===== src/rtl/mqef_pkg.sv =====
// ----------------------------------------------------------------------------
// mqef_pkg
// Shared types and constants for the multi-queue event FIFO with wake gate.
// ----------------------------------------------------------------------------
package mqef_pkg;

    // Width of the event word ports
    localparam int WORD_W = 64;

    // Entries in the command queue between front and back
    localparam int CMDQ_DEPTH = 4;

    // Request codes on the input channel
    typedef enum logic [1:0] {
        REQ_PUSH      = 2'd0,
        REQ_POP       = 2'd1,
        REQ_REARM     = 2'd2,
        REQ_DEV_RESET = 2'd3
    } t_req_type;

    // Memory operation that the back end performs for one request
    typedef enum logic [1:0] {
        OP_NONE  = 2'd0,
        OP_WRITE = 2'd1,
        OP_READ  = 2'd2
    } t_mem_op;

    // Result flags settled by the front end
    typedef struct packed {
        logic success;
        logic wake_request;
        logic gate_state;
    } t_res_flags;

endpackage


===== src/rtl/mqef_cmdq.sv =====
// ----------------------------------------------------------------------------
// mqef_cmdq
// Short command FIFO that decouples the front end from the back end.
// ----------------------------------------------------------------------------
module mqef_cmdq #(
    parameter int WIDTH = 80
) (
    input  logic             i_clk,
    input  logic             i_rst_n,
    input  logic             i_valid,
    output logic             o_ready,
    input  logic [WIDTH-1:0] i_data,
    output logic             o_valid,
    input  logic             i_ready,
    output logic [WIDTH-1:0] o_data
);

    localparam int DEPTH = mqef_pkg::CMDQ_DEPTH;
    localparam int PW    = $clog2(DEPTH);

    logic [WIDTH-1:0] r_mem [DEPTH];
    logic [PW-1:0]    r_wr;
    logic [PW-1:0]    r_rd;
    logic [PW:0]      r_cnt;
    logic             push;
    logic             pop;

    assign o_ready = r_cnt != (PW + 1)'(DEPTH);
    assign o_valid = r_cnt != '0;
    assign o_data  = r_mem[r_rd];
    assign push    = i_valid && o_ready;
    assign pop     = o_valid && i_ready;

    // Pointers and fill count
    always_ff @(posedge i_clk) begin
        if (!i_rst_n) begin
            r_wr  <= '0;
            r_rd  <= '0;
            r_cnt <= '0;
        end else begin
            if (push) r_wr <= r_wr + 1'b1;
            if (pop)  r_rd <= r_rd + 1'b1;
            if (push && !pop) begin
                r_cnt <= r_cnt + 1'b1;
            end else if (pop && !push) begin
                r_cnt <= r_cnt - 1'b1;
            end
        end
    end

    // Storage
    always_ff @(posedge i_clk) begin
        if (push) r_mem[r_wr] <= i_data;
    end

endmodule


===== config.mk =====
export PLATFORM = sky130hd
export DESIGN_NAME = mqef_cmdq
export DESIGN_NICKNAME = d
export VERILOG_FILES = /design/src/rtl/mqef_pkg.sv /design/src/rtl/mqef_cmdq.sv
export SDC_FILE = /design/constraint.sdc
export NUM_CORES = 1
export LEC_CHECK = 0
export CAP_MARGIN = 20
export CELL_PAD_IN_SITES_DETAIL_PLACEMENT = 0
export CELL_PAD_IN_SITES_GLOBAL_PLACEMENT = 1
export CORE_MARGIN = 5
export CORE_UTILIZATION = 58
export CTS_BUF_LIST = sky130_fd_sc_hd__clkbuf_2 sky130_fd_sc_hd__clkbuf_4 sky130_fd_sc_hd__clkbuf_8
export DETAILED_ROUTE_END_ITERATION = 10
export DONT_BUFFER_PORTS = 1
export GPL_TIMING_DRIVEN = 1
export PLACE_DENSITY_LB_ADDON = 0.1
export SLEW_MARGIN = 40
export SYNTH_ARGS = -nofsm -noshare
export SYNTH_HDL_FRONTEND = slang
export SYNTH_SLANG_ARGS = --single-unit

===== constraint.sdc =====
create_clock -name i_clk -period 4.3 [get_ports i_clk]
set_clock_uncertainty 0.1 [all_clocks]
set_input_delay 0.43 -clock i_clk [delete_from_list [all_inputs] [get_ports i_clk]]
set_output_delay 0.43 -clock i_clk [all_outputs]
set_load 0.01 [all_outputs]

==> results_dict.tcl, run 1 <==
set metrics [dict create \
    timing.final.ws_setup_ps 1400 \
    min_path_cells 3 \
    gr-total-overflow 0 \
    synth_top_cell_area_share 0.794 \
    syn_inst 466 \
    vias_per_cell 5.78 \
    setup_tns_ps 0 \
    finalHoldViolations 0 \
    wl_met1_um 8100 \
    start_kind "flop" \
    nets 683 \
    synth.avg_cell_area_um2 26.0 \
    num_rows 52 \
    die_w_um 154 \
    clock-root-buffer "clkbuf_8" \
    grt_start_max_net_pins 49 \
    start_util 0.594 \
    cts_max_level 2 \
    grt_pass1_vias 5778 \
    antenna_cells 0 \
    ios 166 \
    core_mm2 0.0204 \
    slew_violations 0 \
    synth_cell_types 24 \
    crit_path_end_kind "primary output" \
    wl_met2_um 11300 \
    rsz0062_at_grt "false" \
    insertion_delay_ps 540 \
    syn-num-nets 556 \
    cp_max_fo 29 \
    wirelength_um 21600 \
    synth.cell_area_mm2 0.0121 \
    dr.pass1.iters 4 \
    synth_seq_area_share 0.809 \
    min_period_over_period 0.674 \
    required_ps 3770 \
    cp.arrival_ps 2370 \
    met3_length_um 1770 \
    fin_crit_ps 2900 \
    cts_tree "built" \
    cts_buffers 49 \
    port_buffers 0 \
    drtIter0Drc 300 \
    ys_ff_latch 329 \
    max_cap_violations 0 \
    area_growth_syn_to_layout_pct 16.9 \
    fill_cells 1219 \
    cts_buffer_depth 3 \
    reg2regPathDepth 4 \
    r2r-end "r_mem[3][62]" \
    antenna_found_initial 0 \
    wl_per_cell_um 24.1 \
    max_stage_delay_ps 750 \
    drive_gt1_frac 0.282 \
    p_leak_nw 4.49 \
    clk_pin_slew_ps 60 \
    r2r_start "r_cnt[0]" \
    yosysWarnings 0 \
    tightest_slew_ps 747 \
    grtUsageTotal 0.186 \
    slew_headroom 0.502 \
    post-dp-hpwl_um 13100 \
    slowest_stage "dfxtp_4" \
    max_freq_mhz 345 \
    post_cts_resize_count 0 \
    outcome "finished clean" \
    clkSinkCount 329 \
    ant_nets 0 \
    synth_top_cells_by_area "edfxtp_1 79%, mux4_2 15%, dfxtp_1 1.5%, buf_12 1.3%, ha_1 0.52%" \
    pre_cts_ws_ps 1780 \
    rrSetupSlack_ps 1810 \
    grt_pass1_wl_um 33700 \
    dieArea_mm2 0.0239 \
    worstSetupPathType "reg2out" \
    drc_errors 0 \
    vias 5184 \
    synth_top_cell_by_area "edfxtp_1" \
    die_h_um 154 \
    ir_worst_vdd_mv 0.364 \
    finalSetupViolCount 0 \
    crit_path_cell_trace "buf_4 -> mux4_2" \
    power_density_mw_per_mm2 568 \
    crit_end "o_data[69]" \
    routed.top_layer "met4" \
    routabilityCongestion 0.749 \
    hold_class "in2reg" \
]
==> registers in the layout, indices dropped and copies added (netlist names), named ones only <==
signal  flops
r_cnt       3
r_wr        2
r_mem     320
r_rd        2
==> layer usage <==
metal,vias up,track usage
met3,35,0.0626
met5,-,0
li1,2258,-
met2,185,0.317
met1,2706,0.230
met4,0,0.0513
==> critical path, delay by kind of cell, from the launching register on <==
family / cells / cell delay [ps]
buf+inv: 1 / 440
mux: 1 / 620
flops: 1 / 750
==> power by group <==
group          internal, mW  total (mW)  switching (mW)
sequential             3.89        4.07           0.179
combinational         0.751        1.62           0.867
clock                  1.28        2.34            1.06
==> how the worst min path moves through the flow <==
stage,from,to
final,i_ready,flop
after global routing,i_ready,flop
after CTS,i_ready,flop
after detailed placement,r_wr[1],r_wr[1]
after global placement,r_wr[0],r_wr[0]
after floorplan,r_wr[1],r_wr[1]
==> logic make-up (layout without fill, tap and decap cells) <==
logic type	after synthesis	count (layout)	synth area share
AO/OA/AOI/OAI	5	5	0.00372
XOR/XNOR	4	4	0.00289
adder cells (fa/ha/maj)	6	6	0.00682
buffers and inverters	22	183	0.0190
flip-flops	329	329	0.809
multiplexers	83	83	0.151
AND/OR/NAND/NOR	17	17	0.00755
==> per-stage QoR <==
step	hold WS, ps	power (mW)	instance area (um2)	util	std cells
2_1_floorplan	368	5.46	12100	-	466
3_3_place_gp	381	5.66	12300	0.606	727
3_5_place_dp	401	5.72	12400	0.610	731
4_1_cts	67.8	8.16	14200	0.695	897
5_1_grt	79.6	8.43	14200	0.695	897
6_report	106	8.03	14200	0.695	897
==> cell usage after synthesis <==
master,n
edfxtp_1,320
mux4_2,80
dfxtp_1,9
and2_1,8
buf_12,8
buf_2,8
ha_1,5
nand2_1,5
inv_1,3
mux2i_1,3
xnor2_1,3
or3_1,2
a21boi_0,1
a21boi_2,1
buf_1,1
buf_6,1
clkbuf_1,1
fa_1,1
nor2_1,1
nor2b_1,1
o21ai_0,1
o311ai_1,1
o31ai_2,1
xor2_1,1
==> cell type report <==
class,instances,area [um2],area share
clock buffers,72,866,0.0612
flip-flops and latches,329,9800,0.692
multi-input cells,115,2100,0.148
repair buffers,95,991,0.0700
inverters,3,11.3,0.000796
well taps,270,338,0.0239
clock inverters,13,55.1,0.00389
==> placed cells by master, fill, tap and decap left out, types with 5 or more instances in the layout <==
cell and n:
edfxtp_1 320, clkbuf_8 52, mux4_2 80, buf_4 8, buf_12 6, ha_1 5, clkinv_1 10, nand2_1 5
dlygate4sd3_1 81, dfxtp_1 7, clkbuf_4 20
==> timing repair <==
| action | in CTS | in global routing |
|---|---|---|
| hold endpoints to repair | 329 | 0 |
| hold buffers | 81 | 0 |
| buffers inserted | 0 | 0 |
(Power assumes the default switching activity.)
==> run 2, diff against run 1 <==
ABC_AREA = 1   (was not set)
CORE_UTILIZATION = 54   (was 58)
clock period = 3 ns   (was 4.3 ns; I/O delays follow)
==> run 2 against run 1 <==
  * Via count increased by 40%
  * First-iteration DRC count increased by 100%
  * Hold slack improved by 100 ps
  * Routed wire length increased by 20%
  * Sequential share of layout area decreased by 1.1 points
  * Critical endpoint is now o_data[73]
  * Largest cell class unchanged
  * Largest power group unchanged
==> results_dict.tcl, run 2 <==
set metrics [dict create \
    core_mm2 0.0226 \
    outcome "finished clean" \
    cts_max_level 2 \
    yosysMostFrequentCell "edfxtp_1" \
    synth_top_cell_area_share 0.781 \
    area_growth_syn_to_layout_pct 16.9 \
    slew_headroom 0.490 \
    r2r_start "r_cnt[1]" \
    clock-root-buffer "clkbuf_8" \
    dieArea_mm2 0.0259 \
    insertion_delay_ps 550 \
    synth_top_cell_by_area "edfxtp_1" \
    min_path_cells 4 \
    grtUsageTotal 0.196 \
    yosys_most_used_dff "edfxtp_1" \
    max_cap_violations 0 \
    synth_seq_area_share 0.796 \
    post-cts-setup-buffer-count 0 \
    hold_buffers 84 \
    vias 7232 \
    synth_cell_types 20 \
    synthArstFlopShare 0 \
    die_w_um 161 \
    cts_buffer_depth 3 \
    drc_errors 0 \
    syn_inst 842 \
    ys_ff_latch 329 \
    cp_max_fo 160 \
    finalHoldViolations 0 \
    grt_start_max_net_pins 161 \
    tightest_slew_ps 765 \
    max_stage_delay_ps 490 \
    hold_class "in2reg" \
    final_cell_mix "320 x edfxtp_1, 170 x nor2_1, 151 x o21ai_0" \
    synth.avg_cell_area_um2 14.6 \
    num_rows 55 \
    antenna_cells 0 \
    p_leak_nw 4.80 \
    rrSetupSlack_ps 590 \
    routabilityCongestion 0.748 \
    worstSetupPathType "reg2out" \
    power_density_mw_per_mm2 816 \
    min_period_over_period 0.864 \
    vias_per_cell 5.70 \
    timing.final.ws_setup_ps 407 \
    drive_gt1_frac 0.106 \
    synth.cell_area_mm2 0.0123 \
    yosysWarnings 0 \
    slowest_stage "o22ai_1" \
    clk_pin_slew_ps 50 \
    syn-num-nets 932 \
    largest_reg_flops 320 \
    regMostFlops "r_mem" \
    grt_pass1_vias 7509 \
    cts_tree "built" \
    pre_cts_ws_ps 591 \
    setup_tns_ps 0 \
    fin_crit_ps 2590 \
    start_util 0.545 \
    cp.arrival_ps 2190 \
    grt_pass1_wl_um 40300 \
    required_ps 2600 \
    gr-total-overflow 0 \
    antenna_found_initial 0 \
    reg2regPathDepth 9 \
    ios 166 \
    port_buffers 0 \
    drtIter0Drc 613 \
    r2r-end "r_cnt[1]" \
    crit_path_end_kind "primary output" \
    fill_cells 1653 \
    start_kind "flop" \
    wl_per_cell_um 20.5 \
    crit_end "o_data[73]" \
    crit_path_cell_trace "buf_12 -> o21ai_0 -> o22ai_1" \
    finalSetupViolCount 0 \
    rsz0062_at_grt "false" \
    max_freq_mhz 386 \
    post-dp-hpwl_um 13900 \
    post_cts_resize_count 0 \
    die_h_um 161 \
    layout_commonest_cell "edfxtp_1" \
    synth_top_cells_by_area "edfxtp_1 78%, o21ai_0 6.1%, nor2_1 5.3%, o22ai_1 4.1%, dfxtp_1 1.5%" \
    reg.largest.list "r_mem (320), r_cnt (3)" \
    synth_commonest_cells "320 x edfxtp_1, 174 x nor2_1, 151 x o21ai_0" \
    slew_violations 0 \
    clkSinkCount 329 \
    wirelength_um 25900 \
    ir_worst_vdd_mv 0.740 \
    ant_nets 0 \
    nets 1033 \
    synth_enable_flop_cells 320 \
    cts_buffers 51 \
    dr.pass1.iters 4 \
]
-- run 2: cell count changes in the layout (fill, tap and decap cells not counted), moves of 11 or more --
cell     previous run  this run
inv_1               3        14
mux4_2             80         0
nor2_1              1       170
o21ai_0             1       151
o22ai_1             0        80
-- run 2: stage by stage --
step / utilization / cell area, um2 / total power [mW] / std cells / hold WS [ps]
floorplan: - / 12300 / 7.60 / 842 / 299
global placement: 0.556 / 12600 / 8.10 / 1091 / 299
detailed placement: 0.556 / 12600 / 8.19 / 1091 / 299
CTS: 0.637 / 14400 / 11.9 / 1268 / 190
global route: 0.637 / 14400 / 12.4 / 1268 / 272
finish: 0.637 / 14400 / 11.7 / 1268 / 208
-- run 2: critical path: cells and delay by family, from the launching register on --
kind | cells | cell delay (ps)
AOI/OAI and AO/OA | 2 | 690
buffers and inverters | 1 | 380
DFF | 1 | 380
-- run 2: cells by family (layout without fill, tap and decap cells) --
group	count (synthesis)	count (layout)	share of synthesized area
buf+inv	68	209	0.0296
xor+xnor	1	1	0.000712
compound gates	244	244	0.107
flops	329	329	0.796
simple gates	194	194	0.0599
fa+ha+maj	6	6	0.00671
-- run 2: cell type report --
type                            instances  area [um2]  share of cell area
Sequential cell                       329        9790               0.681
Tap cell                              285         357              0.0248
Clock inverter                         22         124             0.00861
Timing Repair Buffer                  100        1000              0.0697
Inverter                               16        65.1             0.00452
Clock buffer                           71         865              0.0601
Multi-Input combinational cell        445        2180               0.152
-- run 2: power by group --
part           internal (mW)  switching (mW)  total [mW]
registers               5.59           0.124        5.71
clock network           1.95            1.59        3.54
logic                  0.617            1.87        2.48
total                   8.15            3.58        11.7
-- run 2: worst min path at each step --
stage                from            to  slack [ps]
6_report          i_valid       r_wr[0]         210
5_1_grt           i_valid       r_wr[1]         270
4_1_cts           i_valid       r_wr[1]         190
3_5_place_dp   i_data[38]  r_mem[1][38]         300
3_3_place_gp   i_data[18]  r_mem[0][18]         300
2_1_floorplan   i_data[0]   r_mem[0][0]         300
-- run 2: per-layer routing --
metal  routed length, um  vias to the layer above  global-route usage
met5                   0                        -                   0
met4                 612                        0              0.0690
met3                2110                       55              0.0598
met2               13200                      232               0.333
met1               10000                     3583               0.242
li1                    -                     3362                   -
==> run 3, diff against run 2 <==
CORE_UTILIZATION = 49   (was 54)
clock period = 2.3 ns   (was 3 ns; I/O delays follow)
==> run 3 against run 2 <==
  * Via count up 2.0%
  * Cell count up 4.7%
  * Global-route usage down 0.75 points
  * Largest power group unchanged
  * Worst setup slack worse by 320 ps
  * Die area up 9.6%
  * First-iteration DRC count down 17%
  * Sequential power up 31%
  * Critical endpoint is now o_data[4]
  * Non-clock buffer count up 17
  * Clock power up 27%
==> results_dict.tcl, run 3 (same netlist as run 2, synthesis figures left out) <==
set metrics [dict create \
    vias_per_cell 5.56 \
    num_rows 58 \
    slew_headroom 0.711 \
    clock-root-buffer "clkbuf_8" \
    post-dp-hpwl_um 15000 \
    grt_start_max_net_pins 48 \
    cts_buffers 50 \
    ir_worst_vdd_mv 0.742 \
    dieArea_mm2 0.0284 \
    die_w_um 168 \
    layout_commonest_cell "edfxtp_1" \
    fin_area_mm2 0.0149 \
    area_growth_syn_to_layout_pct 21.2 \
    clkSinkCount 329 \
    max_cap_violations 0 \
    r2r_start "r_cnt[1]" \
    hp-start "i_data[31]" \
    grtUsageTotal 0.189 \
    gr-total-overflow 0 \
    cp.arrival_ps 1880 \
    ios 166 \
    drtIter0Drc 506 \
    ant_nets 0 \
    crit_path_end_kind "primary output" \
    hold_class "in2reg" \
    cts_max_level 2 \
    finalSetupViolCount 0 \
    required_ps 1970 \
    holdWs_ps 281 \
    antenna_found_initial 1 \
    dr.pass1.iters 4 \
    core_mm2 0.0250 \
    rsz0062_at_grt "true" \
    tightest_slew_ps 440 \
    drive_gt1_frac 0.157 \
    grt_pass1_wl_um 41900 \
    max_freq_mhz 452 \
    setup_tns_ps 0 \
    fin_crit_ps 2210 \
    reg.largest.list "r_mem (320), r_cnt (3)" \
    start_util 0.493 \
    grt_pass1_vias 7601 \
    die_h_um 168 \
    wl_per_cell_um 20.8 \
    outcome "finished clean" \
    final_cell_mix "320 x edfxtp_1, 169 x nor2_1, 146 x o21ai_0" \
    largest_reg_flops 320 \
    pre_cts_ws_ps 265 \
    fill_cells 1927 \
    regMostFlops "r_mem" \
    p_leak_nw 5.00 \
    cts_tree "built" \
    finalHoldViolations 0 \
    min_period_over_period 0.961 \
    slew_violations 0 \
    timing.final.ws_setup_ps 88.8 \
    cts_buffer_depth 3 \
    final_util 0.597 \
    worstSetupPathType "reg2out" \
    nets 1049 \
    port_buffers 0 \
    dpl_cell_area_mm2 0.0128 \
    power_density_mw_per_mm2 1060 \
    routabilityCongestion 0.731 \
    cp_max_fo 46 \
    drc_errors 0 \
    wirelength_um 27700 \
    insertion_delay_ps 550 \
    clk_pin_slew_ps 60 \
    vias 7378 \
    start_kind "flop" \
]
-- run 3: report_power, final --
group | internal, mW | leakage, nW | switching (mW)
clock network | 2.45 | 0.512 | 2.04
logic | 1.17 | 1.48 | 2.63
registers | 7.29 | 3.01 | 0.204
-- run 3: area by class of cell --
cell class                      instances  area (um2)  area share
Antenna cell                            1        2.50    0.000168
Clock buffer                           74         887      0.0595
Clock inverter                         16        65.1     0.00436
Inverter                               16        72.6     0.00487
Multi-Input combinational cell        445        2400       0.161
Sequential cell                       329        9800       0.657
Tap cell                              330         413      0.0277
Timing Repair Buffer                  117        1280      0.0857
-- run 3: final timing paths --
| path | end | slack [ps] | cells past startpoint |
|---|---|---|---|
| max | o_data[4] | 90 | 3 |
| min | r_mem[3][31] | 280 | 1 |
| max reg2reg | r_cnt[1] | 220 | 9 |
| min reg2reg | flop | 400 | 2 |
-- run 3: per-layer routing --
metal,vias to the layer above,global-route usage,part of all wire
li1,3397,-,-
met1,3700,0.229,0.39
met3,54,0.0584,0.076
met5,-,0,0
met4,0,0.0603,0.025
met2,227,0.326,0.51
-- run 3: per-stage QoR --
step,instances,power [mW]
after global routing,1328,16.6
final,1328,15.8
after floorplan,842,9.92
after detailed placement,1146,10.9
after CTS,1322,15.8
after global placement,1146,10.8
-- run 3: worst max-delay path: stages (launching register included) --
cell	delay [ps]
dfxtp_4	530
buf_16	280
o21ai_0	130
o22ai_1	370
-- run 3: what timing repair did --
action                                 CTS  global route
cloned                                   1             0
hold buffers                            84             0
setup endpoints to repair               77            58
endpoints found under the hold margin  329             0
resized for setup                       23            21
setup buffers                            1             5
